==> src/rtl/topm_fifo.sv <==
// Small register queue with occupancy count, used between the front and back
// halves and at the result side. No dependencies.
module topm_fifo #(
    parameter int WIDTH = 8,
    parameter int DEPTH = 2
) (
    input  logic                         clk,
    input  logic                         rst_n,
    input  logic                         push,
    input  logic [WIDTH-1:0]             din,
    input  logic                         pop,
    output logic [WIDTH-1:0]             dout,
    output logic                         empty,
    output logic                         full,
    output logic [$clog2(DEPTH+1)-1:0]   count
);

    localparam int AW = (DEPTH > 1) ? $clog2(DEPTH) : 1;
    localparam int CW = $clog2(DEPTH+1);

    logic [WIDTH-1:0] data_reg [DEPTH];
    logic [AW-1:0]    wr_ptr_reg;
    logic [AW-1:0]    wr_ptr_next;
    logic [AW-1:0]    rd_ptr_reg;
    logic [AW-1:0]    rd_ptr_next;
    logic [CW-1:0]    count_reg;
    logic [CW-1:0]    count_next;
    logic             do_push;
    logic             do_pop;

    assign empty   = (count_reg == '0);
    assign full    = (count_reg == CW'(DEPTH));
    assign count   = count_reg;
    assign dout    = data_reg[rd_ptr_reg];
    assign do_push = push && !full;
    assign do_pop  = pop && !empty;

    always_comb
    begin
        wr_ptr_next = wr_ptr_reg;
        rd_ptr_next = rd_ptr_reg;
        count_next  = count_reg;
        if (do_push)
        begin
            wr_ptr_next = (wr_ptr_reg == AW'(DEPTH-1)) ? '0 : wr_ptr_reg + AW'(1);
        end
        if (do_pop)
        begin
            rd_ptr_next = (rd_ptr_reg == AW'(DEPTH-1)) ? '0 : rd_ptr_reg + AW'(1);
        end
        if (do_push && !do_pop)
        begin
            count_next = count_reg + CW'(1);
        end
        else if (do_pop && !do_push)
        begin
            count_next = count_reg - CW'(1);
        end
    end

    always_ff @(posedge clk or negedge rst_n)
    begin
        if (!rst_n)
        begin
            wr_ptr_reg <= '0;
            rd_ptr_reg <= '0;
            count_reg  <= '0;
        end
        else
        begin
            wr_ptr_reg <= wr_ptr_next;
            rd_ptr_reg <= rd_ptr_next;
            count_reg  <= count_next;
        end
    end

    always_ff @(posedge clk)
    begin
        if (do_push)
        begin
            data_reg[wr_ptr_reg] <= din;
        end
    end

endmodule

==> config.mk <==
export PLATFORM = sky130hd
export DESIGN_NAME = topm_fifo
export DESIGN_NICKNAME = d
export VERILOG_FILES = /design/src/rtl/topm_fifo.sv
export SDC_FILE = /design/constraint.sdc
export NUM_CORES = 1
export LEC_CHECK = 0
export BUFFER_PORTS_ARGS = -buffer_cell sky130_fd_sc_hd__buf_2
export CAP_MARGIN = 10
export CORE_MARGIN = 2
export CORE_UTILIZATION = 48
export DETAILED_ROUTE_END_ITERATION = 10
export HOLD_SLACK_MARGIN = 0.06
export PLACE_DENSITY_LB_ADDON = 0.2
export SKIP_CTS_REPAIR_TIMING = 1
export SYNTH_ARGS = -nofsm -noshare
export SYNTH_HDL_FRONTEND = slang
export SYNTH_SLANG_ARGS = --single-unit
==> constraint.sdc <==
create_clock -name clk -period 2.1 [get_ports clk]
set_clock_uncertainty 0.2 [all_clocks]
set_input_delay 0.21 -clock clk [delete_from_list [all_inputs] [get_ports clk]]
set_output_delay 0.21 -clock clk [all_outputs]
set_load 0.02 [all_outputs]
### Word level (Yosys, flattened, before mapping)

Memories as Yosys holds them, arrays and structs flattened.
Index checks and enable logic that the tools add are counted.
W data, S select, Z words.

| operators by class | value |
|---|---|
| $add $sub $neg | 4 |
| multiply operators | 0 |
| divide/modulo/power cells | 0 |
| magnitude comparators | 0 |
| eq/ne operators | 1 |
| shift-type cells | 0 |
| mux-type cells | 6 |
| bitwise gates (word level) | 0 |
| reduce and logical (&&, ||, !) cells | 10 |

Operator list:

| kind | number |
|---|---|
| $logic_and A1 B1 Y1 | 4 |
| $logic_not A1 Y1 | 4 |
| $mux W1 | 4 |
| $mux W2 | 2 |
| $add A1 B1 Y1 const B | 2 |
| $add A2 B1 Y2 const B | 1 |
| $eq A2 B2 Y1 const B | 1 |
| $logic_not A2 Y1 | 1 |
| $reduce_bool A2 Y1 | 1 |
| $sub A2 B1 Y2 const B | 1 |

| word-level totals | value |
|---|---|
| register bits after elaboration | 4 |
| latch bits | 0 |
| RAM bits | 16 |
| ROM bits | 0 |
| bits of input ports | 12 |
| output and inout port bits | 12 |
| logic and storage cells | 25 |
| memories kept | 1 |

Memories:

| memory | words | width | read ports | clocked after memory_dff | wr ports | RTL line | source |
|---|---|---|---|---|---|---|---|
| data_reg | 2 | 8 | 1 | 0 | 1 | 21 | `logic [WIDTH-1:0] data_reg [DEPTH];` |

### Depth between registers and ports, before layout

| depth | value |
|---|---|
| word-level depth | 7 |
| mapped depth | 7 |
| gate-level depth less buffers | 7 |

### Worst setup path after synthesis

OpenSTA, ideal clock, no wires.

| path | value |
|---|---|
| path kind | flip-flop to flip-flop |
| start | register count_reg[0], in the netlist count[0] |
| end | memory data_reg[0][0] (enable) |
| library setup time | 0.370 ns |
| arrival | 1.155 ns |
| data required time | 1.530 ns |
| path slack | 0.374 ns |
| stages on the path, launching flop included | 4 |
| path buffers | 0 |
| period minus slack after synthesis | 1.726 ns |
| cell sequence | dfrtp_1 > nand2b_1 > nand2_2 > nor2_1 |

| on the way | value |
|---|---|
| longest elaborated chain between the ends | 5 |

Ends and longest elaborated chain:

| what | RTL line | source |
|---|---|---|
| start: declaration | 26 | `logic [CW-1:0] count_reg;` |
| start signal: assignment | 73 | `count_reg <= count_next;` |
| $eq A2 B2 Y1 | 32 | `assign full = (count_reg == CW'(DEPTH));` |
| $logic_not A1 Y1 | 35 | `assign do_push = push && !full;` |
| $logic_and A1 B1 Y1 | 35 |  |
| $mux W1 | 79 | `if (do_push)` |
| $mux W1 (implied by the code) | 81 | `data_reg[wr_ptr_reg] <= din;` |
| end: declaration | 21 |  |

No other way between the ends.

### Worst setup path in the final report

| path | value |
|---|---|
| start | register rd_ptr_reg |
| end | output dout[3] |

| on the way | value |
|---|---|
| longest elaborated chain between the ends | 1 |

Ends and longest elaborated chain:

| what | RTL line | source |
|---|---|---|
| start: declaration | 24 | `logic [AW-1:0] rd_ptr_reg;` |
| start signal: assignment | 72 | `rd_ptr_reg <= rd_ptr_next;` |
| $mem_v2 Z2 W8 | n/a |  |
| end: declaration | 12 | `output logic [WIDTH-1:0] dout,` |

No other way between the ends.

==> results.toml <==
[sta]
max_freq_ghz = 0.552
hold_violations = 0
setup_tns_ps = 0
setup_viol = 0
slew_viol_final = 0
period_minus_slack_ps = 1810
timing.final.crit_share = 0.863
rsz0062_at_grt = "false"
tightest_slew_ps = 380
maxSlewHeadroom = 0.747

[logic_synthesis]
syn_nets = 57
syn_inst = 44
syn_area_per_cell_um2 = 17.6
ys_warn_count = 0
seq_area_frac_synth = 0.750
syn-cell-area_um2 = 774
synth_cell_types = 14
yosys_register_bits = 20

[drt]
wl_per_cell_um = 13.0
drt_iter0_drc = 3
vias = 471
drc_errors = 0
finalWirelength_um = 1280
drtAntennaViolNets = 0
viasPerCell = 4.76
dr.pass1.iters = 2

[setup_path]
end_kind = "output pin"
slowest_delay_ps = 580
crit_fanout = 9
cp_slowest_cell = "dfrtp_1"
path_cells = "mux2_1 > buf_2"
critical_path_class = "flop to output pin"
cp.required_ps = 1690
startpoint_type = "flop"
cp.arrival_ps = 1400

[floorplan]
die_x_um = 44.2
initial_core_util = 0.514
die_area_um2 = 1950
rows = 14
io_pins = 24
core_um2 = 1510
dieHeight_um = 44.2

[layout]
nNetsFinal = 97
postLayoutCellArea_um2 = 1080
area_delta_synth_final_pct = 40.1
largest_register_ff_count = 16
diodes = 0
drive_gt1_frac = 0.361
fill_cells = 100
fin_cells = 99

[clocking]
clock-sinks = 20
cts_tree = "yes"
cts_max_level = 1
clk_path_buf_depth = 2
clk_pin_slew_ps = 100
clock_latency_ps = 290
cts_inserted_buffers = 3
root_buffer = "clkbuf_4"

[power]
p_int_uw = 975
p_clk_frac = 0.208
power_leakage_uw = 0.000460
swShare = 0.336
p_sw_uw = 494
p_per_area_nw_per_um2 = 1350
p_seq_frac = 0.434
combPwrFrac = 0.359
peakVddDrop_uv = 909

[place]
port_buffers = 23
dp_hpwl_um = 839
gp_congestion = 0.721
placedCellCount = 83
place_area_um2 = 912

[global_route]
grt_start_max_net_pins = 13
grt_pass1_vias = 438
gr-total-overflow = 0
grt_usage = 0.132
grt_pass1_wl_um = 1790
grt_antenna_before_repair = 0

[flow_run]
drv_cap = 0

[min_path]
hold_path.class = "flop to flop"

[status]
status = "completed"
[placed cells by master, fill, tap and decap left out]
master          n
dfrtp_1         4
inv_1           2
xnor2_1         3
nor2_1          3
bufinv_16       1
mux2_2          1
mux2_1          7
edfxtp_1       16
clkbuf_4        3
buf_2          23
nand2b_1        1
nand2_2         1
dlygate4sd3_1  12
ha_1            1
xor2_1          2
buf_4           1
o21ai_1         1
and3_1          1
[kinds of logic after synthesis]
family / count (synthesis) / share of synthesized area
AOI/OAI and AO/OA: 1 / 0.00646
xor gates and xnor gates: 5 / 0.0566
adders and majority gates: 1 / 0.0162
buffers and inverters: 3 / 0.0162
DFF: 20 / 0.750
muxes: 8 / 0.116
and+or+nand+nor: 6 / 0.0388
[cells in the mapped netlist]
cell type | count | area (um^2)
mux2_2 | 1 | 11.3
nor2_1 | 3 | 11.3
ha_1 | 1 | 12.5
xor2_1 | 2 | 17.5
inv_1 | 2 | 7.51
buf_2 | 1 | 5.00
mux2_1 | 7 | 78.8
edfxtp_1 | 16 | 480
o21ai_1 | 1 | 5.00
nand2b_1 | 1 | 6.26
xnor2_1 | 3 | 26.3
and3_1 | 1 | 6.26
dfrtp_1 | 4 | 100
nand2_2 | 1 | 6.26
[critical path, delay by kind of cell (launching register included)]
kind,cells,cell delay (ps)
buffers and inverters,1,160
flip-flops,1,580
multiplexers,1,370
[power by group through the flow]
stage / Combinational, uW / Sequential, uW / Clock (uW)
floorplan: 369 / 631 / 0
global placement: 504 / 648 / 0
CTS: 516 / 641 / 315
global route: 569 / 652 / 333
detailed placement: 513 / 649 / 0
finish: 527 / 637 / 305
[metal layers]
layer / vias up / GRT usage / part of all wire
met5: - / 0 / 0
met4: 0 / 0.0727 / 0.0070
met3: 2 / 0.0245 / 0.041
met2: 10 / 0.229 / 0.55
met1: 225 / 0.154 / 0.40
li1: 234 / - / -
[stage by stage]
stage	setup WS (ps)	utilization	hold WS, ps	power, uW
finish	287	0.720	302	1470
CTS	253	0.640	-507	1470
global placement	456	0.605	-178	1150
global route	206	0.720	320	1550
floorplan	374	-	-286	1000
detailed placement	424	0.605	-176	1160
[final cells by class]
type	instances	area, um^2	area share
clock buffer	3	22.5	0.0208
clock inverter	1	30.0	0.0277
inverter	2	7.51	0.00692
multi-input combinational	21	181	0.167
sequential	20	581	0.535
tap	16	20.0	0.0185
timing repair buffer	36	243	0.224
[final timing paths]
check,cells after the start,from,end,slack [ps]
max,2,rd_ptr_reg,dout[3],290
max in group asynchronous,3,rst_n,rd_ptr_reg,900
max reg2reg,7,count[0],count[1],440
min reg2reg,1,wr_ptr_reg,wr_ptr_reg,300
min in group asynchronous,3,rst_n,count[1],620
min,1,wr_ptr_reg,wr_ptr_reg,300
No activity file was read; power rests on OpenSTA's default activity.
