## src/rtl/topm_pkg.sv

```systemverilog
// Shared constants, register index codes and item operation codes for the
// temporal outlier pixel mask. No dependencies.
package topm_pkg;

    localparam int MaxPixels   = 131072;
    localparam int MaxHistory  = 8;

    localparam int DepthW      = 16;
    localparam int ThreshW     = 16;
    localparam int HistLenW    = 4;
    localparam int FrameW      = 18;
    localparam int CfgIndexW   = 2;
    localparam int CfgDataW    = 18;

    localparam int MidDepth    = 2;
    localparam int OutDepth    = 4;

    localparam logic [ThreshW-1:0]  ThreshReset  = 16'd256;
    localparam logic [HistLenW-1:0] HistLenReset = 4'd3;
    localparam logic [FrameW-1:0]   FrameReset   = 18'd76800;

    typedef enum logic [CfgIndexW-1:0] {
        CFG_DIFF_THRESHOLD = 2'd0,
        CFG_HISTORY_LEN    = 2'd1,
        CFG_FRAME_PIXELS   = 2'd2
    } cfg_index_t;

    typedef enum logic [1:0] {
        OP_PASS   = 2'd0,
        OP_CLEAR  = 2'd1,
        OP_UPDATE = 2'd2
    } op_t;

endpackage

```

## src/rtl/topm_front.sv

```systemverilog
// Front half: configuration registers, input transfer, pixel position counter
// and outlier classification. Depends on topm_pkg.
module topm_front #(
    parameter int MAX_PIXELS  = topm_pkg::MaxPixels,
    parameter int MAX_HISTORY = topm_pkg::MaxHistory,
    parameter int PW          = (MAX_PIXELS > 1) ? $clog2(MAX_PIXELS) : 1,
    parameter int QW          = 2 + 1 + PW + MAX_HISTORY + topm_pkg::DepthW
) (
    input  logic                             clk,
    input  logic                             rst_n,
    input  logic                             cfg_we,
    input  logic [topm_pkg::CfgIndexW-1:0]   cfg_index,
    input  logic [topm_pkg::CfgDataW-1:0]    cfg_wdata,
    input  logic                             in_valid,
    output logic                             in_stall,
    input  logic [topm_pkg::DepthW-1:0]      depth_now,
    input  logic [topm_pkg::DepthW-1:0]      depth_prev,
    input  logic                             clear_history,
    input  logic                             clearing,
    input  logic                             q_full,
    output logic                             q_push,
    output logic [QW-1:0]                    q_data
);

    localparam int PLW = $clog2(MAX_PIXELS+1);
    localparam int CW  = (PLW > topm_pkg::FrameW) ? PLW : topm_pkg::FrameW;
    localparam int HLW0 = $clog2(MAX_HISTORY+1);
    localparam int HLW = (HLW0 > topm_pkg::HistLenW) ? HLW0 : topm_pkg::HistLenW;

    typedef struct packed {
        topm_pkg::op_t                op;
        logic                         mark;
        logic [PW-1:0]                pos;
        logic [MAX_HISTORY-1:0]       win;
        logic [topm_pkg::DepthW-1:0]  depth;
    } item_t;

    logic [topm_pkg::ThreshW-1:0]   thresh_reg;
    logic [topm_pkg::ThreshW-1:0]   thresh_next;
    logic [topm_pkg::HistLenW-1:0]  hist_len_reg;
    logic [topm_pkg::HistLenW-1:0]  hist_len_next;
    logic [topm_pkg::FrameW-1:0]    frame_reg;
    logic [topm_pkg::FrameW-1:0]    frame_next;
    logic [PW-1:0]                  pos_reg;
    logic [PW-1:0]                  pos_next;

    logic                           accept;
    logic [CW-1:0]                  frame_ext;
    logic [CW-1:0]                  limit;
    logic [CW-1:0]                  pos_inc;
    logic [HLW-1:0]                 len_ext;
    logic [HLW-1:0]                 len_sat;
    logic [topm_pkg::DepthW-1:0]    diff;
    item_t                          item;

    assign in_stall = clearing || q_full;
    assign accept   = in_valid && !in_stall;
    assign q_push   = accept;
    assign q_data   = item;

    always_comb
    begin
        thresh_next   = thresh_reg;
        hist_len_next = hist_len_reg;
        frame_next    = frame_reg;
        if (cfg_we)
        begin
            unique case (topm_pkg::cfg_index_t'(cfg_index))
                topm_pkg::CFG_DIFF_THRESHOLD: thresh_next   = cfg_wdata[topm_pkg::ThreshW-1:0];
                topm_pkg::CFG_HISTORY_LEN:    hist_len_next = cfg_wdata[topm_pkg::HistLenW-1:0];
                topm_pkg::CFG_FRAME_PIXELS:   frame_next    = cfg_wdata[topm_pkg::FrameW-1:0];
                default:                      thresh_next   = thresh_reg;
            endcase
        end
    end

    // saturate frame size into 1..MAX_PIXELS and advance position
    always_comb
    begin
        frame_ext = CW'(frame_reg);
        if (frame_ext == '0)
        begin
            limit = CW'(1);
        end
        else if (frame_ext > CW'(MAX_PIXELS))
        begin
            limit = CW'(MAX_PIXELS);
        end
        else
        begin
            limit = frame_ext;
        end
        pos_inc  = CW'(pos_reg) + CW'(1);
        pos_next = pos_reg;
        if (accept)
        begin
            pos_next = (pos_inc >= limit) ? '0 : pos_inc[PW-1:0];
        end
    end

    // classify: clear, pass-through or history update with window mask
    always_comb
    begin
        len_ext = HLW'(hist_len_reg);
        len_sat = (len_ext > HLW'(MAX_HISTORY)) ? HLW'(MAX_HISTORY) : len_ext;
        diff    = (depth_now >= depth_prev) ? (depth_now - depth_prev)
                                            : (depth_prev - depth_now);
        item.mark  = (diff > thresh_reg);
        item.pos   = pos_reg;
        item.depth = depth_now;
        for (int i = 0; i < MAX_HISTORY; i++)
        begin
            item.win[i] = (HLW'(i) < len_sat);
        end
        if (clear_history)
        begin
            item.op = topm_pkg::OP_CLEAR;
        end
        else if (len_sat == '0)
        begin
            item.op = topm_pkg::OP_PASS;
        end
        else
        begin
            item.op = topm_pkg::OP_UPDATE;
        end
    end

    always_ff @(posedge clk or negedge rst_n)
    begin
        if (!rst_n)
        begin
            thresh_reg   <= topm_pkg::ThreshReset;
            hist_len_reg <= topm_pkg::HistLenReset;
            frame_reg    <= topm_pkg::FrameReset;
            pos_reg      <= '0;
        end
        else
        begin
            thresh_reg   <= thresh_next;
            hist_len_reg <= hist_len_next;
            frame_reg    <= frame_next;
            pos_reg      <= pos_next;
        end
    end

endmodule

```

## config.mk

```make
export PLATFORM = sky130hd
export DESIGN_NAME = topm_front
export DESIGN_NICKNAME = d
export VERILOG_FILES = /design/src/rtl/topm_pkg.sv /design/src/rtl/topm_front.sv
export SDC_FILE = /design/constraint.sdc
export NUM_CORES = 1
export LEC_CHECK = 0
export BUFFER_PORTS_ARGS = -buffer_cell sky130_fd_sc_hd__buf_4
export CAP_MARGIN = 20
export CORE_MARGIN = 2
export CORE_UTILIZATION = 50
export CTS_BUF_LIST = sky130_fd_sc_hd__clkbuf_4 sky130_fd_sc_hd__clkbuf_8
export CTS_CLUSTER_SIZE = 25
export DETAILED_ROUTE_END_ITERATION = 10
export GPL_TIMING_DRIVEN = 0
export PLACE_DENSITY = 0.72
export RECOVER_POWER = 25
export SLEW_MARGIN = 15
export SYNTH_ARGS = -nofsm -noshare
export SYNTH_HDL_FRONTEND = slang
export SYNTH_SLANG_ARGS = --single-unit
```

## constraint.sdc

```tcl
create_clock -name clk -period 6.2 [get_ports clk]
set_clock_uncertainty 0.2 [all_clocks]
set_input_delay 1.24 -clock clk [delete_from_list [all_inputs] [get_ports clk]]
set_output_delay 1.24 -clock clk [all_outputs]
set_load 0.03 [all_outputs]
```

Word-level counts from Yosys, hierarchy flattened
Index checks and enable logic that the tools add are counted.

Mux-type cells: 7. Eq/ne operators: 2. Magnitude comparators: 13. $add $sub $neg: 3. Reductions and logical operators: 9.

Operators with widths (count): two-way mux 18 bit (2); subtractor 16 bit (2); adder 17 x 1 -> 18 bit (second input constant) (1); >= comparator 18 bit (1); > comparator 18 bit (second input constant) (1); logical NOT 18 bit (1); two-way mux 17 bit (1); >= comparator 16 bit (1); > comparator 16 bit (1); less-than comparator 3 x 4 -> 1 bit (first input constant) (4); two-way mux 16 bit (1); less-than comparator 1 x 4 -> 1 bit (first input constant) (2); less-than comparator 2 x 4 -> 1 bit (first input constant) (2); AND reduction 2 bit (3); > comparator 4 bit (second input constant) (1); logical NOT 4 bit (1); two-way mux 2 bit (2); two-way mux 4 bit (1); == test 2 x 1 -> 1 bit (second input constant) (1); == test 2 bit (second input constant) (1); logical NOT 2 bit (1); logical AND 1 bit (1); logical NOT 1 bit (1); logical OR 1 bit (1).

Bits in registers: 55. Logic and storage cells: 38. Input port bits: 59. Output and inout port bits: 46.

Depth between registers and ports, before layout
Word-level depth: 5. Depth in mapped cells: 18. Gate-level depth less buffers: 17.

Least setup slack after synthesis
No wires, ideal clock.

Path kind: input to output. From: input depth_now[11] (netlist bit). To: output q_data[41]. Path buffers: 2. Required time: 4.760 ns. Arrival time: 4.221 ns. Stages: 17. Setup slack: 0.539 ns. Cells stage by stage: inv_1 ha_1 buf_6 a21o_1 o21bai_1 or2_4 o21ai_4 buf_12 mux2i_1 xnor2_1 ha_1 a21o_1 a21o_1 a21o_1 a21o_1 a21oi_1 o2bb2ai_1.

Cells in the longest elaborated chain, start to end: 3. Elaborated cells on any way between the ends: 5. Those cells by class: 2 x add/sub; 2 x order compare; 1 x mux.

RTL lines: start: declaration (RTL line topm_front.sv:16) `input logic [topm_pkg::DepthW-1:0] depth_now,`; subtractor 16 bit, or another cell as far along (RTL line topm_front.sv:107) `: (depth_prev - depth_now);`; two-way mux 16 bit * (RTL line topm_front.sv:106) `diff = (depth_now >= depth_prev) ? (depth_now - depth_prev)`; > comparator 16 bit * (RTL line topm_front.sv:108) `item.mark = (diff > thresh_reg);`; end: declaration (RTL line topm_front.sv:22) `output logic [QW-1:0] q_data`.

Every way passes the cells marked *; elsewhere a longest branch is shown, timed or not.

Final worst setup path
Ends and elaborated chain as after synthesis.

==> out/qor.csv <==
stage;metric;value;unit
run_status;status;finished, violations left;
run_status;failing checks;capacitance limit, slew limit;
die;Site Rows;37;
logic_synthesis;post-synthesis sequential area ratio;0.268;
logic_synthesis;XOR/XNOR Fraction of Synth Area;0.0407;
place;DP HPWL;10800;um
power;Reg power frac;0.345;
logic_synthesis;Unique masters post-synth;57;
global_routing;initial antenna violation count;0;
clocking;number of buffers created by CTS;5;
die;I/O pin cnt;105;
critical_path;worst path cell trace;buf_4, inv_1, ha_1, buf_6, a21o_1, o21bai_1, or2_4, o21ai_4, buf_4, mux2i_1, xor2_1, ha_1, a21o_1, a21o_1, a21oi_1, o311ai_0, o2bb2ai_1, buf_4;
logic_synthesis;post-synthesis cell area;5160;um2
power;Tot Pwr;0.00138;W
critical_path;Worst path top cell family by delay;compound AO/OA/AOI/OAI gates;
die;initial core utilization;0.507;
die;Core Area;10200;um2
die;Die H;106;um
logic_synthesis;Synth Instances;593;
logic_synthesis;Synth Area in Simple Gates;0.157;
power;Lkg Pwr;3.28;nW
route;Vias;4651;
logic_synthesis;Synth top area share;0.233;
logic_synthesis;top cells by count, synth;73 x nand2_1, 66 x ha_1, 56 x inv_1;
die;die area;11200;um2
critical_path;Critical-path top delay cell;ha_1;
logic_synthesis;post-synthesis compound-gate area fraction;0.201;
logic_synthesis;mux cell area share after synthesis;0.0756;
place;placed cell area;6110;um2
final_layout;fin area;6290;um2
die;Die W;106;um
power;peak supply drop;0.000109;V
timing;worst slew pin tran;2.89;ns
timing;fmax;165;MHz
power;Clock Power Share;0.152;
global_routing;first-pass GRT wire length;21500;um
global_routing;largest net degree at the start of global routing;56;
logic_synthesis;Post-synth EDFFs;0;
final_layout;Net count, final;835;
hold_path;worst min path class;reg2reg;
logic_synthesis;top post-synthesis cells by area;dfrtp_1 23%, ha_1 16%, nand2_1 5.3%;
critical_path;CP startpoint;depth_now[11];
final_layout;Area Growth Syn to Fin;21.9;%
critical_path;Max stage delay on crit path;0.31;ns
clocking;hold_buf cts;0;
logic_synthesis;YS warnings;0;
timing;Worst slew margin;-0.927;
logic_synthesis;largest family of logic cells by synthesized area;compound AO/OA/AOI/OAI gates;
clocking;Clock Sinks;55;
power;Gate power share;0.504;
global_routing;GRT Total Usage;0.237;
route;initial drt markers;211;
critical_path;Setup crit start kind;input pin;
hold_path;hold_sp;thresh_reg[8]$_DFFE_PN1P_;
power;PwrDens;220;nW/um2
final_layout;antenna diode count;0;
global_routing;number of global-route vias before repair;4566;
route;final wirelength;13200;um
final_layout;max reg flops;18;
timing;Tmin final;6.07;ns
clocking;TritonCTS clock tree;yes;
route;drt drc;0;
route;DRT antenna net count;0;
logic_synthesis;Avg Inst Size Synth;8.70;um2
logic_synthesis;Syn Nets;720;
route;wire per inst;15.6;um
clocking;clock root buffer;clkbuf_8;
clocking;worst-skew pair later-pin latency;0.33;ns
logic_synthesis;register bit total from synthesis;55;
critical_path;Crit Path Class;in2out;
timing;final slew viol count;56;
critical_path;CP bufs+invs;5;
logic_synthesis;Async SR Flop Fraction;1.00;
logic_synthesis;top-count cell post-synth;nand2_1;
critical_path;WP data required;4.76;ns
final_layout;layout cells sized above 1;0.282;
global_routing;GRT overflow;0;
power;Psw;0.000575;W
route;drt pass-1 iters;4;
timing;final number of hold-violating endpoints;0;
job;Max Cap Viol;1;
power;Sw Share;0.416;
critical_path;WP data arrival;4.63;ns
timing;Final setup viols;0;
critical_path;Crit. End Element;primary output;
logic_synthesis;Adder-Cell Fraction of Synth Area;0.168;
critical_path;reg2reg start;frame_ext[9]$_DFFE_PN0P_;
place;# port buffers;104;
logic_synthesis;Main synth FF type;dfrtp_1;
clocking;maximum clock path buffer count;2;
timing;RSZ-0062 raised after global routing;no;
logic_synthesis;Yosys top cell by area;dfrtp_1;
clocking;clock slew at reported path FFs;0.10;ns
timing;fin crit share;0.980;
place;final RePlAce weighted congestion;0.887;
critical_path;register-to-register setup slack;2.44;ns
route;Vias/cell;5.50;
clocking;H-tree levels;2;
power;Int Pwr;0.000807;W
critical_path;CP Max Fanout;10;
-- stage by stage --
| step | instances | hold slack [ns] | setup TNS, ns | utilization | setup WS, ns |
|---|---|---|---|---|---|
| 5_1_grt | 845 | 0.365 | 0 | 0.618 | 0.0170 |
| 4_1_cts | 842 | 0.332 | 0 | 0.610 | 0.0274 |
| 3_5_place_dp | 833 | 0.306 | -0.0525 | 0.600 | -0.0525 |
| 3_3_place_gp | 833 | 0.299 | -0.00858 | 0.600 | -0.00858 |
| 6_report | 845 | 0.334 | 0 | 0.618 | 0.126 |
| 2_1_floorplan | 593 | 0.280 | 0 | - | 0.539 |
-- final cells by class --
class	count	area [um2]
multi-input cells	442	3360
well taps	136	170
fillers	922	3890
flip-flops and latches	55	1390
plain buffers	39	246
clock buffers	5	68.8
repair buffers	108	820
inverters	57	214
clock inverters	3	25.0
-- cell usage in the layout, fill, tap and decap left out, types with 6 or more instances in the layout --
master	Yosys	routed
dfstp_2	7	7
buf_4	17	123
or2_2	8	8
mux2_2	24	24
o21ai_0	28	27
nor2_1	16	16
nor2b_1	8	8
and3_1	6	6
mux2i_1	12	11
clkbuf_1	10	11
dfrtp_1	48	48
a21o_1	29	29
nand4_1	14	14
o21a_1	7	7
ha_1	66	66
o211ai_1	10	10
buf_2	10	10
inv_1	56	56
a21oi_1	35	33
nand3_1	10	10
xnor2_1	17	16
nand2_1	73	73
xor2_1	7	7
-- timing repair --
action,CTS,global route
buffers inserted,1,3
resized for setup,0,10
pin swaps,1,2
setup endpoints to repair,1,1
-- logic make-up after synthesis --
logic type	Yosys count
compound gates	150
xor+xnor	24
fa+ha+maj	68
buf+inv	96
flops	55
mux	36
simple gates	164
-- path summary, 6_finish.rpt --
path	endpoint	cells past startpoint
hold reg to reg	thresh_reg[8]$_DFFE_PN1P_	2
setup reg to reg	pos_reg[2]$_DFFE_PN0P_	14
min in group asynchronous	pos_reg[9]$_DFFE_PN0P_	1
max in group asynchronous	frame_ext[8]$_DFFE_PN0P_	1
hold / removal	thresh_reg[8]$_DFFE_PN1P_	2
setup / recovery	q_data[41]	18
-- layer usage --
metal | part of all wire | vias up | global-route usage | routed length [um]
met5 | 0 | - | 0 | 0
met4 | 0.016 | 0 | 0.0573 | 208
met3 | 0.049 | 10 | 0.0204 | 640
met2 | 0.46 | 126 | 0.397 | 6090
met1 | 0.47 | 2218 | 0.332 | 6240
li1 | - | 2297 | - | -
-- worst register-to-register path, delay by kind of cell, from the launching register on --
kind / cells / cell delay, ns
buffers and inverters: 2 / 0.56
AO/OA/AOI/OAI: 6 / 1.05
AND/OR/NAND/NOR: 5 / 1.12
flip-flops: 1 / 0.43
adder cells (fa/ha/maj): 1 / 0.30
-- power by group through the flow --
| stage | clock, W | sequential, W | combinational, W |
|---|---|---|---|
| global route | 0.000230 | 0.000482 | 0.000771 |
| finish | 0.000210 | 0.000476 | 0.000696 |
| floorplan | 0 | 0.000482 | 0.000452 |
| detailed placement | 0 | 0.000481 | 0.000672 |
| global placement | 0 | 0.000478 | 0.000654 |
| CTS | 0.000213 | 0.000474 | 0.000678 |
(Power assumes the default switching activity.)
